File: config.mk
export PLATFORM = sky130hd
export DESIGN_NAME = sq8dvd_mul
export DESIGN_NICKNAME = d
export VERILOG_FILES = /design/src/rtl/core/assert_macros.svh /design/src/rtl/core/sq8dvd_pkg.sv /design/src/rtl/core/sq8dvd_mul.sv
export SDC_FILE = /design/constraint.sdc
export NUM_CORES = 2
export LEC_CHECK = 0
export BUFFER_PORTS_ARGS = -buffer_cell sky130_fd_sc_hd__buf_2
export CAP_MARGIN = 25
export CORE_ASPECT_RATIO = 1.75
export CORE_UTILIZATION = 67
export CTS_CLUSTER_DIAMETER = 150
export DETAILED_ROUTE_END_ITERATION = 12
export PLACE_DENSITY = 0.95
export SETUP_SLACK_MARGIN = 0.3
export SYNTH_ARGS = -nofsm -noshare
export SYNTH_HDL_FRONTEND = slang
export SYNTH_SLANG_ARGS = --single-unit
File: constraint.sdc
create_clock -name clk -period 11.3 [get_ports clk]
set_input_delay 1.695 -clock clk [delete_from_list [all_inputs] [get_ports clk]]
set_output_delay 1.695 -clock clk [all_outputs]
set_load 0.005 [all_outputs]
File: src/rtl/core/assert_macros.svh
// Assertion macros shared by the RTL that checks itself.
`ifndef ASSERT_MACROS_SVH
`define ASSERT_MACROS_SVH

// Condition must hold at every clock edge outside reset.
`define SQ_ASSERT_ALWAYS(name, cond) \
	name: assert property (@(posedge clk) disable iff (!arst_n) (cond)) \
		else $error("assertion failed");

// Antecedent implies consequent in the same cycle.
`define SQ_ASSERT_IMPL(name, ante, cons) \
	name: assert property (@(posedge clk) disable iff (!arst_n) (ante) |-> (cons)) \
		else $error("assertion failed");

`endif

File: src/rtl/core/sq8dvd_pkg.sv
// Types, constants and helper functions of the SQ8 vector distance block.
`timescale 1ns / 1ps
package sq8dvd_pkg;

	localparam int MUL_W  = 34;
	localparam int PROD_W = 2 * MUL_W;
	localparam int ACC_W  = 64;
	localparam int NUM_W  = 96;
	localparam int ROOT_W = 32;

	// input word layout
	localparam int IN_W      = 104;
	localparam int OFS_QUERY = 0;
	localparam int OFS_CODE  = 32;
	localparam int OFS_MIN   = 40;
	localparam int OFS_STEP  = 72;
	localparam int CODE_W    = 8;

	localparam logic signed [ACC_W-1:0] ACC_MAX = {1'b0, {(ACC_W-1){1'b1}}};
	localparam logic signed [ACC_W-1:0] ACC_MIN = {1'b1, {(ACC_W-1){1'b0}}};

	localparam logic [2:0] MET_COSINE = 3'd0;
	localparam logic [2:0] MET_DOT    = 3'd1;
	localparam logic [2:0] MET_EUCLID = 3'd2;
	localparam logic [2:0] MET_MANHAT = 3'd3;
	localparam logic [2:0] MET_SQEUCL = 3'd4;

	localparam logic [1:0] STAT_OK       = 2'd0;
	localparam logic [1:0] STAT_ZERONORM = 2'd1;
	localparam logic [1:0] STAT_BADMET   = 2'd2;
	localparam logic [1:0] STAT_SAT      = 2'd3;

	localparam logic CFG_METRIC = 1'b0;
	localparam logic CFG_NORM   = 1'b1;

	typedef enum logic [3:0] {
		ST_IDLE,
		ST_SCALE,
		ST_DEQ,
		ST_CROSS,
		ST_QSQ,
		ST_YSQ,
		ST_DSQ,
		ST_DIFF,
		ST_FIN,
		ST_SQRT_A,
		ST_SQRT_B,
		ST_DEN_MUL,
		ST_DEN,
		ST_DIV,
		ST_OUT
	} state_t;

	typedef struct packed {
		logic                    sat;
		logic signed [ACC_W-1:0] val;
	} sres_t;

	typedef struct packed {
		logic busy;
		logic done;
	} unit_stat_t;

	function automatic sres_t sat_add(input logic signed [ACC_W-1:0] a,
			input logic signed [ACC_W-1:0] b);
		logic signed [ACC_W:0] s;
		sres_t r;
		s = (ACC_W+1)'(a) + (ACC_W+1)'(b);
		r.sat = (s[ACC_W] != s[ACC_W-1]);
		if (r.sat) begin
			r.val = s[ACC_W] ? ACC_MIN : ACC_MAX;
		end else begin
			r.val = s[ACC_W-1:0];
		end
		return r;
	endfunction

endpackage

File: src/rtl/core/sq8dvd_mul.sv
// Shared signed multiplier with registered product.
`timescale 1ns / 1ps
module sq8dvd_mul (
	input  logic                                   clk,
	input  logic                                   en,
	input  logic signed [sq8dvd_pkg::MUL_W-1:0]    a,
	input  logic signed [sq8dvd_pkg::MUL_W-1:0]    b,
	output logic signed [sq8dvd_pkg::PROD_W-1:0]   p
);
	import sq8dvd_pkg::*;

	logic signed [PROD_W-1:0] p_q;

	always_ff @(posedge clk) begin
		if (en) begin
			p_q <= PROD_W'(a) * PROD_W'(b);
		end
	end

	assign p = p_q;

endmodule

==> impl_metrics.json, run 1 <==
{
  "port_buffers": 137,
  "grt_overflow": 35,
  "synth_flop_cell": "edfxtp_1",
  "rows": 123,
  "start_util_pct": 67.9,
  "clock_path_buffers": 2,
  "cts_setup_buffers": 0,
  "die_h_microns": 340,
  "cts.sinks": 68,
  "ys_seq_area_share_pct": 4.67,
  "synth_top_cell_area_share_pct": 56.8,
  "cts_root_buffer": "clkbuf_16",
  "ctsResizeCount": 0,
  "hpwlAfterDp_microns": 107000,
  "syn_nets": 6069,
  "synthArstFlopShare_pct": 0,
  "htreeDepth": 3,
  "syn-mean-instance-area_sq_um": 9.60,
  "grt.total_usage_pct": 49.1,
  "gp_congestion": 1.05,
  "placed_area_sq_um": 44700,
  "tool.error": "[ERROR GRT-0116] Global routing finished with congestion. Check the congestion regions in the DRC Viewer.",
  "synth-edff-count": 68,
  "numCtsBuffers": 9,
  "io_pins": 138,
  "postCtsHoldBufs": 0,
  "syn_area_sq_um": 43700,
  "grt_pass1_wl_microns": 238000,
  "grt_pass1_vias": 41831,
  "synth_warnings": 0,
  "synthCells": 4554,
  "outcome": "stopped before the end",
  "netlist_top_cells_area": "fa_1 (57%), inv_1 (11%), and2_1 (8.9%)",
  "synth_top_cell_by_area": "fa_1",
  "ys_ff_latch": 68,
  "grt_start_max_net_pins": 69,
  "synth.distinct_cells": 69,
  "die_w_microns": 195,
  "stop_stage": "global routing (5_1_grt)"
}
synth_stat cells (20+ instances only):
cell and count:
fa_1 1241, inv_1 1231, and2_1 621, nand2_1 542, clkbuf_1 214, ha_1 204, edfxtp_1 68, a21oi_1 61
xnor2_1 56, nor2_1 54, a21o_1 37, o21ai_0 31, xor2_1 23, nand2b_1 20
cells by family after synthesis:
| family | share of synthesized area (%) |
|---|---|
| flip-flops | 4.67 |
| adder cells (fa/ha/maj) | 62.7 |
| XOR/XNOR | 1.58 |
| AO/OA/AOI/OAI | 3.29 |
| AND/OR/NAND/NOR | 15.1 |
| buffers and inverters | 12.6 |
stage by stage:
stage / std cells / util, % / setup WS (ns) / hold slack [ns]
CTS: 5312 / 70.0 / 1.47 / 1.98
global placement: 5294 / 69.4 / 1.16 / 2.08
floorplan: 4554 / - / 1.98 / 1.81
detailed placement: 5296 / 69.5 / 1.07 / 2.09
per-layer routing:
layer | track usage (%) | overflow
met5 | 7.12 | 0
met4 | 50.6 | 21
met3 | 28.2 | 1
met2 | 71.4 | 13
met1 | 46.3 | 0
==> inputs of run 2 (changes only) <==
--- a/config.mk
+++ b/config.mk
@@ -7,12 +7,9 @@
 export LEC_CHECK = 0
 export BUFFER_PORTS_ARGS = -buffer_cell sky130_fd_sc_hd__buf_2
 export CAP_MARGIN = 25
-export CORE_ASPECT_RATIO = 1.75
-export CORE_UTILIZATION = 67
-export CTS_CLUSTER_DIAMETER = 150
+export CORE_UTILIZATION = 40
 export DETAILED_ROUTE_END_ITERATION = 12
-export PLACE_DENSITY = 0.95
-export SETUP_SLACK_MARGIN = 0.3
+export PLACE_DENSITY_LB_ADDON = 0.15
 export SYNTH_ARGS = -nofsm -noshare
 export SYNTH_HDL_FRONTEND = slang
 export SYNTH_SLANG_ARGS = --single-unit
==> run 2 against run 1 <==
  * The flow now finishes without violations
  * Synthesized cell count unchanged
  * Synthesized area unchanged
==> impl_metrics.json, run 2 <==
{
  "fin_crit_sh_pct": 85.0,
  "relSlewSlack_pct": 28.8,
  "netlist_top_cells_area": "fa_1 (57%), inv_1 (11%), and2_1 (8.9%)",
  "busiest_layer": "met2",
  "fin_nets": 6020,
  "startpoint": "b[10]",
  "synth_top_cell_by_area": "fa_1",
  "met3_usage_pct": 1.60,
  "vias": 29592,
  "maxCapViolCount": 0,
  "cts.sinks": 68,
  "layout_commonest_cell": "fa_1",
  "dieArea_sq_um": 111000,
  "crit_fanout": 27,
  "synth-edff-count": 68,
  "drive_above_1_share_pct": 4.72,
  "syn_area_sq_um": 43700,
  "hold_violations": 0,
  "setup_tns_ns": 0,
  "required_ns": 11.41,
  "clk_pin_slew_ns": 0.06,
  "wl_per_cell_microns": 20.9,
  "port_buffers": 137,
  "antenna_left": 0,
  "drc": 0,
  "core_area_sq_um": 108000,
  "syn-mean-instance-area_sq_um": 9.60,
  "grt_overflow": 0,
  "hpwlAfterDp_microns": 102000,
  "cts_tree": "built",
  "gp_congestion": 0.847,
  "crit_arrival_ns": 9.72,
  "synth_most_common_cell": "fa_1",
  "met2_usage_pct": 43.6,
  "setup.worst_path.class": "input port to flop",
  "hold_class": "input port to flop",
  "outcome": "finished, final reports clean",
  "numCtsBuffers": 9,
  "grt.total_usage_pct": 23.4,
  "worst_pin_slew_ns": 1.07,
  "io_pins": 138,
  "postCtsHoldBufs": 0,
  "cp-end-kind": "flop",
  "layout_common_cells": "fa_1 (1241), inv_1 (1231), and2_1 (621)",
  "via_per_inst": 5.00,
  "seqCellArea_sq_um": 2040,
  "synth_warnings": 0,
  "grt_pass1_wl_microns": 195000,
  "cts_root_buffer": "clkbuf_16",
  "finalCriticalPeriod_ns": 9.61,
  "die_w_microns": 333,
  "synth.distinct_cells": 69,
  "htreeDepth": 3,
  "rsz0062_at_grt": "no",
  "multi_input_area_sq_um": 36100,
  "synth_flop_cell": "edfxtp_1",
  "setup_viol": 0,
  "start_kind": "input port",
  "start_util_pct": 40.6,
  "fmax_mhz": 104,
  "synth_top_cells_by_count": "fa_1 (1241), inv_1 (1231), and2_1 (621), nand2_1 (542), clkbuf_1 (214)",
  "routed_wl_microns": 124000,
  "clock_path_buffers": 2,
  "die_h_microns": 333,
  "synth_top_cell_area_share_pct": 56.8,
  "dr.first_iter.drc_count": 1440,
  "ys_seq_area_share_pct": 4.67,
  "syn_nets": 6069,
  "grt_start_max_net_pins": 58,
  "ys_ff_latch": 68,
  "largest_reg_flops": 68,
  "cts_setup_buffers": 0,
  "area_delta_synth_final_pct": 4.85,
  "n_fill_cell": 10722,
  "antenna_found_initial": 12,
  "worstHoldStart": "en",
  "grt_pass1_vias": 32825,
  "slew_violations": 0,
  "synthCells": 4554,
  "synthArstFlopShare_pct": 0,
  "ctsResizeCount": 0,
  "drtPass1Iterations": 5,
  "rows": 120,
  "met1_usage_pct": 29.4
}
run 2: cell counts after synthesis:
No cell type changed its count.
run 2: worst paths after layout:
check	endpoint	slack, ns	cells after the start
worst max-delay path	p[65]	1.69	24
worst min-delay path	p[56]	1.67	1
run 2: final cells by class:
cell class / count / area share, %
multi-input cells: 3026 / 78.9
repair buffers: 168 / 2.05
well taps: 1403 / 3.83
clock inverters: 5 / 0.167
flip-flops and latches: 68 / 4.46
inverters: 1232 / 10.1
diodes: 6 / 0.0328
clock buffers: 11 / 0.508
run 2: through the flow:
| step | std cells | hold WS (ns) | area [sq um] | setup WS, ns | utilization, % |
|---|---|---|---|---|---|
| global route | 5915 | 1.67 | 45800 | 1.29 | 42.6 |
| detailed placement | 5896 | 2.05 | 45500 | 1.33 | 42.2 |
| finish | 5919 | 1.67 | 45800 | 1.69 | 42.6 |
| global placement | 5896 | 2.06 | 45500 | 1.40 | 42.2 |
| floorplan | 4554 | 1.81 | 43700 | 1.98 | - |
| CTS | 5912 | 1.66 | 45800 | 1.70 | 42.5 |
run 2: cells by family after synthesis:
family,after synthesis,share of synthesized area (%)
and+or+nand+nor,1296,15.1
AOI/OAI and AO/OA,206,3.29
DFF,68,4.67
buffers and inverters,1460,12.6
xor gates and xnor gates,79,1.58
adders and majority gates,1445,62.7
run 2: metal layers:
metal	wire [microns]	share of wire [%]	vias up
met3	3620	2.9	138
met5	0	0	-
li1	-	-	12749
met1	49200	40	16112
met2	68000	55	593
met4	2980	2.4	0
run 2: critical path, cell delays in order:
cell,delay (ns)
buf_2,0.69
nand2_1,0.30
fa_1,0.70
fa_1,0.54
buf_4,0.19
inv_1,0.07
fa_1,0.90
inv_1,0.14
fa_1,0.51
fa_1,0.56
fa_1,0.42
fa_1,0.45
fa_1,0.52
inv_1,0.05
ha_1,0.40
nand3_1,0.13
or2_2,0.13
nor2_1,0.06
a221oi_1,0.26
o21ai_0,0.15
a31oi_2,0.35
nor2_2,0.10
o41ai_2,0.25
xnor2_1,0.11
Power of run 2 is not shown: default switching activity piles up to over one toggle a cycle in this logic, so the estimate is an artifact.
