`src/rtl/core/assert_macros.svh`:
```
// Assertion macros shared by the RTL that checks itself.
`ifndef ASSERT_MACROS_SVH
`define ASSERT_MACROS_SVH

// Condition must hold at every clock edge outside reset.
`define SQ_ASSERT_ALWAYS(name, cond) \
	name: assert property (@(posedge clk) disable iff (!arst_n) (cond)) \
		else $error("assertion failed");

// Antecedent implies consequent in the same cycle.
`define SQ_ASSERT_IMPL(name, ante, cons) \
	name: assert property (@(posedge clk) disable iff (!arst_n) (ante) |-> (cons)) \
		else $error("assertion failed");

`endif

```
`src/rtl/core/sq8dvd_pkg.sv`:
```
// Types, constants and helper functions of the SQ8 vector distance block.
`timescale 1ns / 1ps
package sq8dvd_pkg;

	localparam int MUL_W  = 34;
	localparam int PROD_W = 2 * MUL_W;
	localparam int ACC_W  = 64;
	localparam int NUM_W  = 96;
	localparam int ROOT_W = 32;

	// input word layout
	localparam int IN_W      = 104;
	localparam int OFS_QUERY = 0;
	localparam int OFS_CODE  = 32;
	localparam int OFS_MIN   = 40;
	localparam int OFS_STEP  = 72;
	localparam int CODE_W    = 8;

	localparam logic signed [ACC_W-1:0] ACC_MAX = {1'b0, {(ACC_W-1){1'b1}}};
	localparam logic signed [ACC_W-1:0] ACC_MIN = {1'b1, {(ACC_W-1){1'b0}}};

	localparam logic [2:0] MET_COSINE = 3'd0;
	localparam logic [2:0] MET_DOT    = 3'd1;
	localparam logic [2:0] MET_EUCLID = 3'd2;
	localparam logic [2:0] MET_MANHAT = 3'd3;
	localparam logic [2:0] MET_SQEUCL = 3'd4;

	localparam logic [1:0] STAT_OK       = 2'd0;
	localparam logic [1:0] STAT_ZERONORM = 2'd1;
	localparam logic [1:0] STAT_BADMET   = 2'd2;
	localparam logic [1:0] STAT_SAT      = 2'd3;

	localparam logic CFG_METRIC = 1'b0;
	localparam logic CFG_NORM   = 1'b1;

	typedef enum logic [3:0] {
		ST_IDLE,
		ST_SCALE,
		ST_DEQ,
		ST_CROSS,
		ST_QSQ,
		ST_YSQ,
		ST_DSQ,
		ST_DIFF,
		ST_FIN,
		ST_SQRT_A,
		ST_SQRT_B,
		ST_DEN_MUL,
		ST_DEN,
		ST_DIV,
		ST_OUT
	} state_t;

	typedef struct packed {
		logic                    sat;
		logic signed [ACC_W-1:0] val;
	} sres_t;

	typedef struct packed {
		logic busy;
		logic done;
	} unit_stat_t;

	function automatic sres_t sat_add(input logic signed [ACC_W-1:0] a,
			input logic signed [ACC_W-1:0] b);
		logic signed [ACC_W:0] s;
		sres_t r;
		s = (ACC_W+1)'(a) + (ACC_W+1)'(b);
		r.sat = (s[ACC_W] != s[ACC_W-1]);
		if (r.sat) begin
			r.val = s[ACC_W] ? ACC_MIN : ACC_MAX;
		end else begin
			r.val = s[ACC_W-1:0];
		end
		return r;
	endfunction

endpackage

```
`src/rtl/core/sq8dvd_div.sv`:
```
// Restoring shift-subtract divider, one quotient bit per cycle.
`timescale 1ns / 1ps
module sq8dvd_div (
	input  logic                              clk,
	input  logic                              arst_n,
	input  logic                              start,
	input  logic [sq8dvd_pkg::NUM_W-1:0]      num,
	input  logic [sq8dvd_pkg::ACC_W-1:0]      den,
	output sq8dvd_pkg::unit_stat_t            stat,
	output logic [sq8dvd_pkg::NUM_W-1:0]      quot
);
	import sq8dvd_pkg::*;

	localparam int CNT_W = $clog2(NUM_W);

	logic [NUM_W-1:0] num_q;
	logic [ACC_W-1:0] rem_q;
	logic [ACC_W-1:0] den_q;
	logic [CNT_W-1:0] cnt_q;
	logic             busy_q;
	logic             done_q;
	logic [ACC_W:0]   trial;
	logic [ACC_W:0]   diff;
	logic             ge;

	assign trial = {rem_q, num_q[NUM_W-1]};
	assign diff  = trial - {1'b0, den_q};
	assign ge    = (trial >= {1'b0, den_q});

	always_ff @(posedge clk or negedge arst_n) begin
		if (!arst_n) begin
			busy_q <= 1'b0;
			done_q <= 1'b0;
			cnt_q  <= '0;
		end else begin
			done_q <= 1'b0;
			if (start) begin
				busy_q <= 1'b1;
				cnt_q  <= '0;
			end else if (busy_q) begin
				cnt_q <= cnt_q + CNT_W'(1);
				if (cnt_q == CNT_W'(NUM_W - 1)) begin
					busy_q <= 1'b0;
					done_q <= 1'b1;
				end
			end
		end
	end

	always_ff @(posedge clk) begin
		if (start) begin
			num_q <= num;
			rem_q <= '0;
			den_q <= den;
		end else if (busy_q) begin
			rem_q <= ge ? diff[ACC_W-1:0] : trial[ACC_W-1:0];
			num_q <= {num_q[NUM_W-2:0], ge};
		end
	end

	assign stat.busy = busy_q;
	assign stat.done = done_q;
	assign quot      = num_q;

endmodule

```
`config.mk`:
```
export PLATFORM = sky130hd
export DESIGN_NAME = sq8dvd_div
export DESIGN_NICKNAME = d
export VERILOG_FILES = /design/src/rtl/core/assert_macros.svh /design/src/rtl/core/sq8dvd_pkg.sv /design/src/rtl/core/sq8dvd_div.sv
export SDC_FILE = /design/constraint.sdc
export NUM_CORES = 1
export LEC_CHECK = 0
export BUFFER_PORTS_ARGS = -buffer_cell sky130_fd_sc_hd__buf_2
export CAP_MARGIN = 5
export CORE_ASPECT_RATIO = 0.9
export CORE_MARGIN = 8
export CORE_UTILIZATION = 55
export CTS_CLUSTER_SIZE = 10
export DETAILED_ROUTE_END_ITERATION = 6
export MAX_ROUTING_LAYER = met4
export PLACE_DENSITY = 0.8
export REMOVE_ABC_BUFFERS = 1
export SYNTH_ARGS = -nofsm -noshare
export SYNTH_HDL_FRONTEND = slang
export SYNTH_SLANG_ARGS = --single-unit
```
`constraint.sdc`:
```
create_clock -name clk -period 7.88 [get_ports clk]
set_input_delay 1.97 -clock clk [delete_from_list [all_inputs] [get_ports clk]]
set_output_delay 1.97 -clock clk [all_outputs]
set_load 0.02 [all_outputs]
```
# Yosys cells after proc, flatten, opt, wreduce, memory -nomap -nowiden
# Cells that the tools add are included.
# op_classes
n_mux	11
n_addsub	2
n_eq_ne	1
reduce_logical	1
magnitude_cmp	1
# ops
cell	n
$mux 96	2
$ge 65x64->1	1
$mux 64	1
$sub 64x64->64	1
$mux 7	2
$add 7x1->7 const B	1
$eq 7x7->1 const B	1
$mux 1	6
$reduce_bool 2->1	1
# totals
in_bits	163
ff_bits	233

# Longest topological paths before layout
# logic_depth
ltp_word	4
depth_mapped	15
mapped_depth_nobuf	13

# Least setup slack after synthesis
# OpenSTA, ideal clock, no wires.
# synth_timing
path_kind	input-to-reg
start	input start
end	register num_q[0] (netlist: quot[0]), enable pin
n_path_buf	2
slack_ns	2.877
required_ns	7.431
cell_stages	4
t_arrival_ns	4.553
cell_sequence	clkbuf_1 -> clkbuf_1 -> nor2_1 -> inv_1
# synth_between
elab_chain_cells	1
# synth_rtl
element	line	rtl
start: declaration	sq8dvd_div.sv:6	input logic start,
$reduce_bool 2->1 (no line)	-	
end signal: assignment	sq8dvd_div.sv:52	num_q <= num;
end signal: assignment	sq8dvd_div.sv:57	num_q <= {num_q[NUM_W-2:0], ge};
end: declaration	sq8dvd_div.sv:16	logic [NUM_W-1:0] num_q;
# No other way between the ends.
# A chain may end at the register's enable or synchronous reset.

# Worst setup path in the final report
# layout_timing
start	input start
end	register num_q[42] (netlist: quot[42]), enable pin
# Same word-level chain as after synthesis.

==> metrics.txt <==
top cells by area, synth edfxtp_1, dfxtp_1, mux2_2; Power Density 321 nW/µm²; DRT antenna net count 0; CTS buffer count 28; initial DRC count 679; Crit. End Element flop; crit path launch type input pin; Vias/cell 5.73; Min-Delay Startpoint rem_q[61]$_SDFFE_PP0P_; Post-DP HPWL 26700 µm; # rows 54; Worst Path Max Fanout 89; Tot Pwr 0.00503 W; I/O pin count 261; Reg2Reg Capture Point rem_q[4]$_SDFFE_PP0P_; syn_area_per_cell 10.5 µm²; clock root cell clkbuf_16; register area share after synthesis 47.2%; Top Family by Delay on Critical Path buffers and inverters; Crit Path Category in -> reg; slowest cell on the critical path nor2_1; min-delay worst type reg -> reg; nets@finish 1731; Mapped Area 13400 µm²; met3 WL post-DR 2820 µm; TritonCTS clock tree yes; hold path depth 2; final setup skew 0.0433 ns; total grt overflow 0; count of pins over their slew limit 0; die footprint 29600 µm²; VDD IR-drop max 0.272 mV; GPL Wtd Cong 0.963; DRC 0; first-pass GRT wire length 55900 µm; Synth area leader edfxtp_1; unrepaired setup endpoints after global routing no; Fin Setup TNS 0 ns; largest net degree at the start of global routing 90; layout cell share with drive strength beyond 1 27.1%; Most used DFF post-synth edfxtp_1; M1 wire length 14700 µm; Synth cell types 75; Synth async-reset ratio 3.86%; clk buf depth 3; number of synthesized flops with an enable pin 160; outcome finished clean; core box area 24100 µm²; post-CTS sizing 0; initial core utilization 55.6%; antenna violations before repair 8; Total GRT Usage 24.0%; Routed WL 35500 µm; routed length per instance 19.3 µm; clock sinks 233; met2 WL 16800 µm; Die Height 164 µm; WHS 0.491 ns; flop-to-flop setup slack 3.85 ns; vias after detailed routing 10500; Synth top area share 35.9%; max_cap viols 0; Worst slew margin 24.4%; CP arrival 4.55 ns; # Post-CTS Setup Buffers 0; min cycle time layout 4.33 ns; Area Overhead vs Synth 16.9%; placed cell count 1780; FMAX 231 MHz; Critical path buffers and inverters 3; number of synthesized register bits 233; Finished Layout Cells 1838; DR top layer met4; Gate Count Post-Synth 1276; R2R cell count 12; PortBufs 260; Worst-path clk slew 0.06 ns; Worst R2R Start den_q[7]$_DFFE_PP_; Die Width 180 µm; H-tree levels 1; final hold vios 0; WHS Endpoint rem_q[61]$_SDFFE_PP0P_; Pleak 6.64 nW; First-pass DRT Iterations 5; vias in the first global route 10600; Setup violations, final 0; Cell Chain, Critical Path clkbuf_8, nor2_1, clkinv_2, buf_4; worst slew pin tran 1.13 ns; Worst-Skew Late Latency 0.57 ns; YS warnings 0; max incr delay on CP 0.78 ns; Required @ worst endpoint 8.10 ns; hold_buf cts 0; crit share post-route 54.9%
==> layout make-up <==
type                       instances  area (µm²)
multi-input combinational        880        6400
inverter                          93         350
fill                            1942        8410
timing repair buffer             266        1360
clock buffer                      45         764
sequential                       233        6310
tap                              308         385
clock inverter                     5        51.3
antenna                            8        20.0
==> through the flow <==
| stage | util [%] | setup slack (ns) | instance area [µm²] |
|---|---|---|---|
| detailed placement | 61.5 | 2.99 | 14800 |
| global route | 65.0 | 3.29 | 15600 |
| CTS | 64.9 | 3.59 | 15600 |
| floorplan | - | 2.60 | 13100 |
| global placement | 61.5 | 3.10 | 14800 |
| finish | 65.0 | 3.55 | 15600 |
==> placed cells by master, fill, tap and decap left out, drive strengths merged, types with 7 or more instances in the layout <==
cell type and n:
and2 8, nor3 13, a31oi 9, diode 8
mux2 98, nand2 78, a21o 24, o21bai 15
ha 65, nor4 7, and3 8, xor2 17
o21a 8, buf 265, nor2 103, dfxtp 64
nand3 23, a21oi 87, dfrtp 9, inv 93
clkbuf 46, a211oi 51, nand4 22, xnor2 46
nand2b 8, o21ai 59, mux2i 53, edfxtp 160
==> flip-flops by register name, indices dropped and copies added (netlist names) <==
name    cells
busy_q      1
quot       96
den_q      64
rem_q      64
cnt_q       7
done_q      1
==> how the worst max path moves through the flow <==
stage                     start                 end  slack (ns)  cells after the start
6_report                  start  quot[42]$_DFFE_PP_        3.55                      4
5_1_grt                   start  quot[42]$_DFFE_PP_        3.29                      4
4_1_cts                   start  quot[27]$_DFFE_PP_        3.59                      4
3_5_place_dp              start  quot[31]$_DFFE_PP_        2.99                      4
3_3_place_gp              start  quot[31]$_DFFE_PP_        3.10                      4
2_1_floorplan  busy_q$_DFF_PN0_   quot[0]$_DFFE_PP_        2.60                      2
==> cells in the mapped netlist (7+ instances only) <==
library cell / instances
a211oi_1: 50
a21o_1: 24
a21oi_1: 85
a31oi_1: 9
and2_1: 8
and3_1: 8
buf_4: 7
clkbuf_1: 52
dfrtp_1: 9
dfxtp_1: 64
edfxtp_1: 160
ha_1: 65
inv_1: 93
mux2_2: 96
mux2i_1: 53
nand2_1: 78
nand2b_1: 8
nand3_1: 23
nand4_1: 22
nor2_1: 103
nor3_1: 13
nor4_1: 7
o21a_1: 7
o21ai_0: 56
o21bai_1: 15
xnor2_1: 46
xor2_1: 17
==> cells by family after synthesis <==
kind of cell	Yosys count	share of synthesized area (%)
and+or+nand+nor	295	10.2
adders and majority gates	66	6.23
buffers and inverters	163	5.00
AOI/OAI and AO/OA	305	15.0
DFF	233	47.2
muxes	151	12.3
xor gates and xnor gates	63	4.13
==> power by group <==
part	leakage [nW]	switching [W]	internal [W]
logic	3.97	0.00123	0.000924
clock network	0.388	0.000499	0.000663
registers	2.28	0.000165	0.00155
total	6.64	0.00189	0.00313
==> layer usage <==
metal	vias to the layer above	track usage [%]
li1	5129	-
met1	4978	28.4
met3	63	5.95
met5	-	-
met2	366	40.0
met4	0	7.88
==> worst reg2reg max path, delay by kind of cell (launching register included) <==
kind                     cells  cell delay, ns
flip-flops                   1            0.32
multiplexers                 1            0.40
adder cells (fa/ha/maj)      1            0.39
AO/OA/AOI/OAI                6            1.42
AND/OR/NAND/NOR              3            1.37
buffers and inverters        1            0.04
(Power assumes the default switching activity.)
