==> src/rtl/core/assert_macros.svh <==
// Assertion macros shared by the RTL that checks itself.
`ifndef ASSERT_MACROS_SVH
`define ASSERT_MACROS_SVH

// Condition must hold at every clock edge outside reset.
`define SQ_ASSERT_ALWAYS(name, cond) \
	name: assert property (@(posedge clk) disable iff (!arst_n) (cond)) \
		else $error("assertion failed");

// Antecedent implies consequent in the same cycle.
`define SQ_ASSERT_IMPL(name, ante, cons) \
	name: assert property (@(posedge clk) disable iff (!arst_n) (ante) |-> (cons)) \
		else $error("assertion failed");

`endif

==> src/rtl/core/sq8dvd_pkg.sv <==
// Types, constants and helper functions of the SQ8 vector distance block.
`timescale 1ns / 1ps
package sq8dvd_pkg;

	localparam int MUL_W  = 34;
	localparam int PROD_W = 2 * MUL_W;
	localparam int ACC_W  = 64;
	localparam int NUM_W  = 96;
	localparam int ROOT_W = 32;

	// input word layout
	localparam int IN_W      = 104;
	localparam int OFS_QUERY = 0;
	localparam int OFS_CODE  = 32;
	localparam int OFS_MIN   = 40;
	localparam int OFS_STEP  = 72;
	localparam int CODE_W    = 8;

	localparam logic signed [ACC_W-1:0] ACC_MAX = {1'b0, {(ACC_W-1){1'b1}}};
	localparam logic signed [ACC_W-1:0] ACC_MIN = {1'b1, {(ACC_W-1){1'b0}}};

	localparam logic [2:0] MET_COSINE = 3'd0;
	localparam logic [2:0] MET_DOT    = 3'd1;
	localparam logic [2:0] MET_EUCLID = 3'd2;
	localparam logic [2:0] MET_MANHAT = 3'd3;
	localparam logic [2:0] MET_SQEUCL = 3'd4;

	localparam logic [1:0] STAT_OK       = 2'd0;
	localparam logic [1:0] STAT_ZERONORM = 2'd1;
	localparam logic [1:0] STAT_BADMET   = 2'd2;
	localparam logic [1:0] STAT_SAT      = 2'd3;

	localparam logic CFG_METRIC = 1'b0;
	localparam logic CFG_NORM   = 1'b1;

	typedef enum logic [3:0] {
		ST_IDLE,
		ST_SCALE,
		ST_DEQ,
		ST_CROSS,
		ST_QSQ,
		ST_YSQ,
		ST_DSQ,
		ST_DIFF,
		ST_FIN,
		ST_SQRT_A,
		ST_SQRT_B,
		ST_DEN_MUL,
		ST_DEN,
		ST_DIV,
		ST_OUT
	} state_t;

	typedef struct packed {
		logic                    sat;
		logic signed [ACC_W-1:0] val;
	} sres_t;

	typedef struct packed {
		logic busy;
		logic done;
	} unit_stat_t;

	function automatic sres_t sat_add(input logic signed [ACC_W-1:0] a,
			input logic signed [ACC_W-1:0] b);
		logic signed [ACC_W:0] s;
		sres_t r;
		s = (ACC_W+1)'(a) + (ACC_W+1)'(b);
		r.sat = (s[ACC_W] != s[ACC_W-1]);
		if (r.sat) begin
			r.val = s[ACC_W] ? ACC_MIN : ACC_MAX;
		end else begin
			r.val = s[ACC_W-1:0];
		end
		return r;
	endfunction

endpackage

==> src/rtl/core/sq8dvd_isqrt.sv <==
// Iterative integer square root; a start while busy abandons the root in work and begins anew.
`timescale 1ns / 1ps
module sq8dvd_isqrt (
	input  logic                               clk,
	input  logic                               arst_n,
	input  logic                               start,
	input  logic [sq8dvd_pkg::ACC_W-1:0]       x,
	output sq8dvd_pkg::unit_stat_t             stat,
	output logic [sq8dvd_pkg::ROOT_W-1:0]      root
);
	import sq8dvd_pkg::*;

	logic [ACC_W-1:0] x_q;
	logic [ACC_W-1:0] res_q;
	logic [ACC_W-1:0] bit_q;
	logic             busy_q;
	logic             done_q;
	logic [ACC_W-1:0] trial;
	logic             ge;

	assign trial = res_q + bit_q;
	assign ge    = (x_q >= trial);

	always_ff @(posedge clk or negedge arst_n) begin
		if (!arst_n) begin
			busy_q <= 1'b0;
			done_q <= 1'b0;
		end else begin
			done_q <= 1'b0;
			if (start) begin
				busy_q <= 1'b1;
			end else if (busy_q && bit_q == ACC_W'(1)) begin
				busy_q <= 1'b0;
				done_q <= 1'b1;
			end
		end
	end

	always_ff @(posedge clk) begin
		if (start) begin
			x_q   <= x;
			res_q <= '0;
			bit_q <= ACC_W'(1) << (ACC_W - 2);
		end else if (busy_q) begin
			if (ge) begin
				x_q   <= x_q - trial;
				res_q <= (res_q >> 1) + bit_q;
			end else begin
				res_q <= res_q >> 1;
			end
			bit_q <= bit_q >> 2;
		end
	end

	assign stat.busy = busy_q;
	assign stat.done = done_q;
	assign root      = res_q[ROOT_W-1:0];

endmodule

==> config.mk <==
export PLATFORM = sky130hd
export DESIGN_NAME = sq8dvd_isqrt
export DESIGN_NICKNAME = d
export VERILOG_FILES = /design/src/rtl/core/assert_macros.svh /design/src/rtl/core/sq8dvd_pkg.sv /design/src/rtl/core/sq8dvd_isqrt.sv
export SDC_FILE = /design/constraint.sdc
export NUM_CORES = 1
export LEC_CHECK = 0
export BUFFER_PORTS_ARGS = -buffer_cell sky130_fd_sc_hd__buf_2
export CORE_MARGIN = 1.5
export CORE_UTILIZATION = 44
export CTS_CLUSTER_SIZE = 25
export DETAILED_ROUTE_END_ITERATION = 16
export PLACE_DENSITY = 0.63
export SYNTH_ARGS = -nofsm -noshare
export SYNTH_HDL_FRONTEND = slang
export SYNTH_SLANG_ARGS = --single-unit
==> constraint.sdc <==
create_clock -name clk -period 11.32 [get_ports clk]
set_input_delay 1.132 -clock clk [delete_from_list [all_inputs] [get_ports clk]]
set_output_delay 1.132 -clock clk [all_outputs]
set_load 0.1 [all_outputs]
### Yosys cells after proc, flatten, opt, wreduce, memory -nomap -nowiden

Cells that the tools add are included.
W data, S select, Z words.

| storage, ports and cells | value |
|---|---|
| bits in writable memories | 0 |
| latch bits | 0 |
| ROM bits | 0 |
| output and inout bits | 34 |
| memories | 0 |
| input port bits | 67 |
| bits in registers | 162 |

| operators by class | value |
|---|---|
| $lt $le $gt $ge | 1 |
| $add $sub $neg | 3 |
| multiplexer cells | 8 |
| div/mod/pow operators | 0 |
| reductions and logical operators | 5 |
| $mul | 0 |
| equal/unequal tests | 1 |
| bitwise logic cells | 0 |
| shift operators | 0 |

Operator list:

| cell | count |
|---|---|
| $mux W64 | 4 |
| $add A63 B63 Y64 | 1 |
| $add A64 B63 Y64 | 1 |
| $ge A64 B64 Y1 | 1 |
| $sub A64 B64 Y64 | 1 |
| $eq A32 B1 Y1 const B | 1 |
| $reduce_bool A2 Y1 | 3 |
| $mux W1 | 4 |
| $reduce_and A2 Y1 | 1 |
| $logic_and A1 B1 Y1 | 1 |

### Logic depth before layout (Yosys ltp)

| depth | value |
|---|---|
| depth in word-level cells | 5 |
| depth in mapped cells | 26 |
| depth with buffers taken out | 24 |

### Worst setup path before layout

No wires, ideal clock.

| path | value |
|---|---|
| path kind | reg-to-reg |
| start | register res_q[2] |
| end | register x_q[0], enable pin |
| stages on the path, launching flop included | 22 |
| setup slack | 3076 ps |
| data arrival time | 7745 ps |
| buffers on the path | 2 |
| data required time | 10821 ps |
| cell sequence | dfxtp_1 -> ha_1 -> a31oi_1 -> o21bai_1 -> a21oi_1 -> o31ai_1 -> nand4_1 -> nand3_1 -> a21boi_0 -> o21ai_0 -> a31oi_1 -> xor2_1 -> ha_1 -> nand2_1 -> or4_1 -> nor4_1 -> nor3_1 -> a2111oi_2 -> a211oi_2 -> buf_4 -> buf_4 -> o21bai_1 |

| on the way | value |
|---|---|
| word-level cells in the longest chain between the ends | 4 |

RTL lines:

| item | RTL line | RTL |
|---|---|---|
| start: declaration | sq8dvd_isqrt.sv:14 | `logic [ACC_W-1:0] res_q;` |
| start signal: assignment | sq8dvd_isqrt.sv:47 | `res_q <= (res_q >> 1) + bit_q;` |
| start signal: assignment | sq8dvd_isqrt.sv:49 | `res_q <= res_q >> 1;` |
| $add A64 B63 Y64 | sq8dvd_isqrt.sv:21 | `assign trial = res_q + bit_q;` |
| $ge A64 B64 Y1 | sq8dvd_isqrt.sv:22 | `assign ge = (x_q >= trial);` |
| $reduce_bool A2 Y1 (no line) | n/a |  |
| $reduce_and A2 Y1 (no line) | n/a |  |
| end signal: assignment | sq8dvd_isqrt.sv:46 | `x_q <= x_q - trial;` |
| end: declaration | sq8dvd_isqrt.sv:13 | `logic [ACC_W-1:0] x_q;` |

No other way between the ends.
A chain may end at the register's enable or synchronous reset.

### Final worst setup path

| path | value |
|---|---|
| start | register res_q[2] |
| end | register x_q[52], enable pin |

Same word-level chain as after synthesis.

==> flow_summary.ini <==
[yosys]
synth-simple-area-share_pct = 18.2
synthXorXnorAreaFrac_pct = 9.16
synth_top_family_by_area = compound AO/OA/AOI/OAI gates
yosys.cell_types.count = 80
synthAdderAreaFrac_pct = 11.0
yosys-top-cells-area = dfxtp_1 13%, edfxtp_1 13%, ha_1 11%, o21ai_0 5.9%, nand2_1 5.4%
synth_top_area_share_pct = 12.8
synth-seq-area-share_pct = 25.9
synthCells = 1894
synth_warnings = 0
synth_edf_count = 64
synth_compound_area_share_pct = 27.1
syn_avg_cell_area_um2 = 7.93
synth_commonest_cells = 218 x nand2_1, 177 x nor2_1, 177 x o21ai_0, 135 x a21oi_1, 130 x ha_1
ys_seq_elements = 162
synthArstFlopShare_pct = 1.23
muxShareOfSynthArea_pct = 3.52
synth_ff_type = dfxtp_1
syn_area_um2 = 15000
yosysMostFrequentCell = nand2_1
synth_fp_nets = 2092
synth_top_area_cell = dfxtp_1

[clock_network]
cts_tree = built
clockBufferDepth = 2
cts_made_buffers = 17
htreeDepth = 4
insertion_delay_ns = 0.46
clkTransAtPathRegs_ns = 0.08
cts_sinks = 162
postCtsResizedCells = 0
hold_buffers = 0
postCtsSetupBuffers = 0
cts-root-buf = clkbuf_16

[critical_path]
startpoint = res_q[2]
worstSetupEndpointType = register
arrival_ns = 7.84
r2r_slack_ns = 3.57
crit_path_end = x_q[52]
r2r_end = x_q[52]
worstRegToRegCells = 21
r2r-start = res_q[2]
path_max_fanout = 46
worstSetupPathType = register to register
cp-start-kind = register
worstPathRequired_ns = 11.41

[finish]
multi_input_area_um2 = 10400
fin_nets = 2081
fillers = 3346
stdcell_count = 2344
syn2layout_area_growth_pct = 6.95
design_area_um2 = 16100
antenna_cells = 0
register_area_um2 = 3900
drive_gt1_share_pct = 9.55

[routing]
vias = 13963
dr.first_iter.drc_count = 932
wirelength_mm = 43.7
first_pass_iters = 7
route.detailed.drc = 0
wl_per_cell_um = 18.6
viasPerCell = 5.96
antenna_left = 0

[job]
drv_cap = 0

[global_routing]
grt_first_pass_wirelength_mm = 69.8
grtUsageTotal_pct = 24.6
antenna_found_initial = 0
grt_max_degree = 107
grt_pass1_vias = 13104
grt.overflow.total = 0

[place]
placed_area_um2 = 15500
portBuffers = 100
place_inst = 2312
dp_hpwl_mm = 33.4
globalplace.congestion = 0.936

[timing]
final.setup.tns_ns = 0
maxSlewViolCount = 0
worst_pin_slew_ns = 1.12
relSlewSlack_pct = 25.0
rsz0062_at_grt = false
min_period_over_period_pct = 68.5
setup_viol = 0
hold_viol = 0
fin_crit_ns = 7.75
fmax_mhz = 129
fin_skew_ns = 0.0159

[floorplan]
start_util_pct = 44.8
placement_rows = 67
die_x_um = 188
io_pins = 101
core_area_um2 = 33500
die_y_um = 188
dieArea_um2 = 35200

[power_and_ir_drop]
switching_share_pct = 45.1
p_clk_share_pct = 17.7
ir_drop_uv = 153
power_frac_comb_pct = 56.0
leakagePower_nw = 6.59
p_int_mw = 1.87
power.density_nw_per_um2 = 212
switching_power_mw = 1.54
power_frac_seq_pct = 26.3

[outcome]
outcome = complete, no violations

[worst_hold_path]
hold_class = input port to async pin
## layer usage
layer,GRT usage (%),wire length (µm)
met3,4.19,2160
met5,0,0
met2,41.5,20700
met4,7.94,1100
met1,31.8,19700
## worst min-delay path by stage
| stage | slack, ns | start | cells after the start | to |
|---|---|---|---|---|
| final | 0.45 | arst_n | 1 | done_q |
| after global routing | 0.43 | arst_n | 1 | done_q |
| after CTS | 0.43 | arst_n | 1 | busy_q |
| after detailed placement | 0.50 | res_q[0] | 2 | res_q[0] |
| after global placement | 0.49 | res_q[0] | 2 | res_q[0] |
| after floorplan | 0.48 | res_q[63] | 2 | res_q[63] |
## per-stage QoR
step / worst slack [ns] / total power [mW] / hold WS (ns) / util (%)
floorplan: 3.08 / 2.37 / 0.476 / -
global placement: 3.74 / 2.78 / 0.487 / 46.1
detailed placement: 3.52 / 2.79 / 0.499 / 46.1
CTS: 3.49 / 3.41 / 0.429 / 47.9
global route: 3.00 / 3.67 / 0.430 / 47.9
finish: 3.57 / 3.41 / 0.447 / 47.9
## sequential cells by signal, summed over array words and instances (netlist names)
signal / count
x_q: 64
bit_q: 32
res_q: 64
busy_q: 1
done_q: 1
## cell families after synthesis
logic type,count (synthesis)
simple gates,597
xor+xnor,157
fa+ha+maj,131
mux,52
compound gates,636
flops,162
buf+inv,159
## cells in the final DEF, fill, tap and decap left out, drive strengths merged, types with 25 or more instances in the layout
| master | synthesis | routed |
|---|---|---|
| nand2 | 218 | 218 |
| o21ai | 182 | 182 |
| nor2 | 177 | 177 |
| a21oi | 138 | 138 |
| ha | 130 | 130 |
| buf | 60 | 106 |
| dfxtp | 96 | 96 |
| xnor2 | 81 | 81 |
| xor2 | 76 | 76 |
| edfxtp | 64 | 64 |
| a31oi | 62 | 62 |
| a21o | 57 | 57 |
| nand4 | 48 | 48 |
| mux2i | 45 | 45 |
| o21bai | 37 | 37 |
| a211oi | 31 | 31 |
| nand3 | 26 | 26 |
| inv | 23 | 26 |
| nor3 | 25 | 25 |
## cell type report
class,count,area share [%]
Clock inverter,10,0.600
Clock buffer,22,3.09
Inverter,23,0.538
Timing Repair Buffer,106,3.44
Sequential cell,162,24.3
Tap cell,448,3.49
Multi-Input combinational cell,1573,64.6
## power groups by stage
stage / combinational (mW) / clock [mW] / sequential [mW]
3_3_place_gp: 1.87 / 0 / 0.909
4_1_cts: 1.90 / 0.613 / 0.899
3_5_place_dp: 1.89 / 0 / 0.904
5_1_grt: 2.12 / 0.631 / 0.912
2_1_floorplan: 1.50 / 0 / 0.869
6_report: 1.91 / 0.603 / 0.898
## critical path, stage by stage, from the launching register on
cell and delay [ns]:
dfxtp_1 0.37, ha_1 0.35, a31oi_1 0.15, o21bai_1 0.40
a21oi_1 0.22, o31ai_1 0.43, nand4_1 0.22, nand3_1 0.14
a21boi_0 0.15, o21ai_0 0.40, a31oi_1 0.16, xor2_1 0.18
ha_1 0.41, nand2_1 0.15, or4_1 0.55, nor4_1 0.70
nor3_1 0.17, a2111oi_2 0.51, a211oi_4 0.08, buf_4 0.28
o21bai_4 0.67, buf_4 0.57
Note: power is estimated with default switching activity, not from simulation.
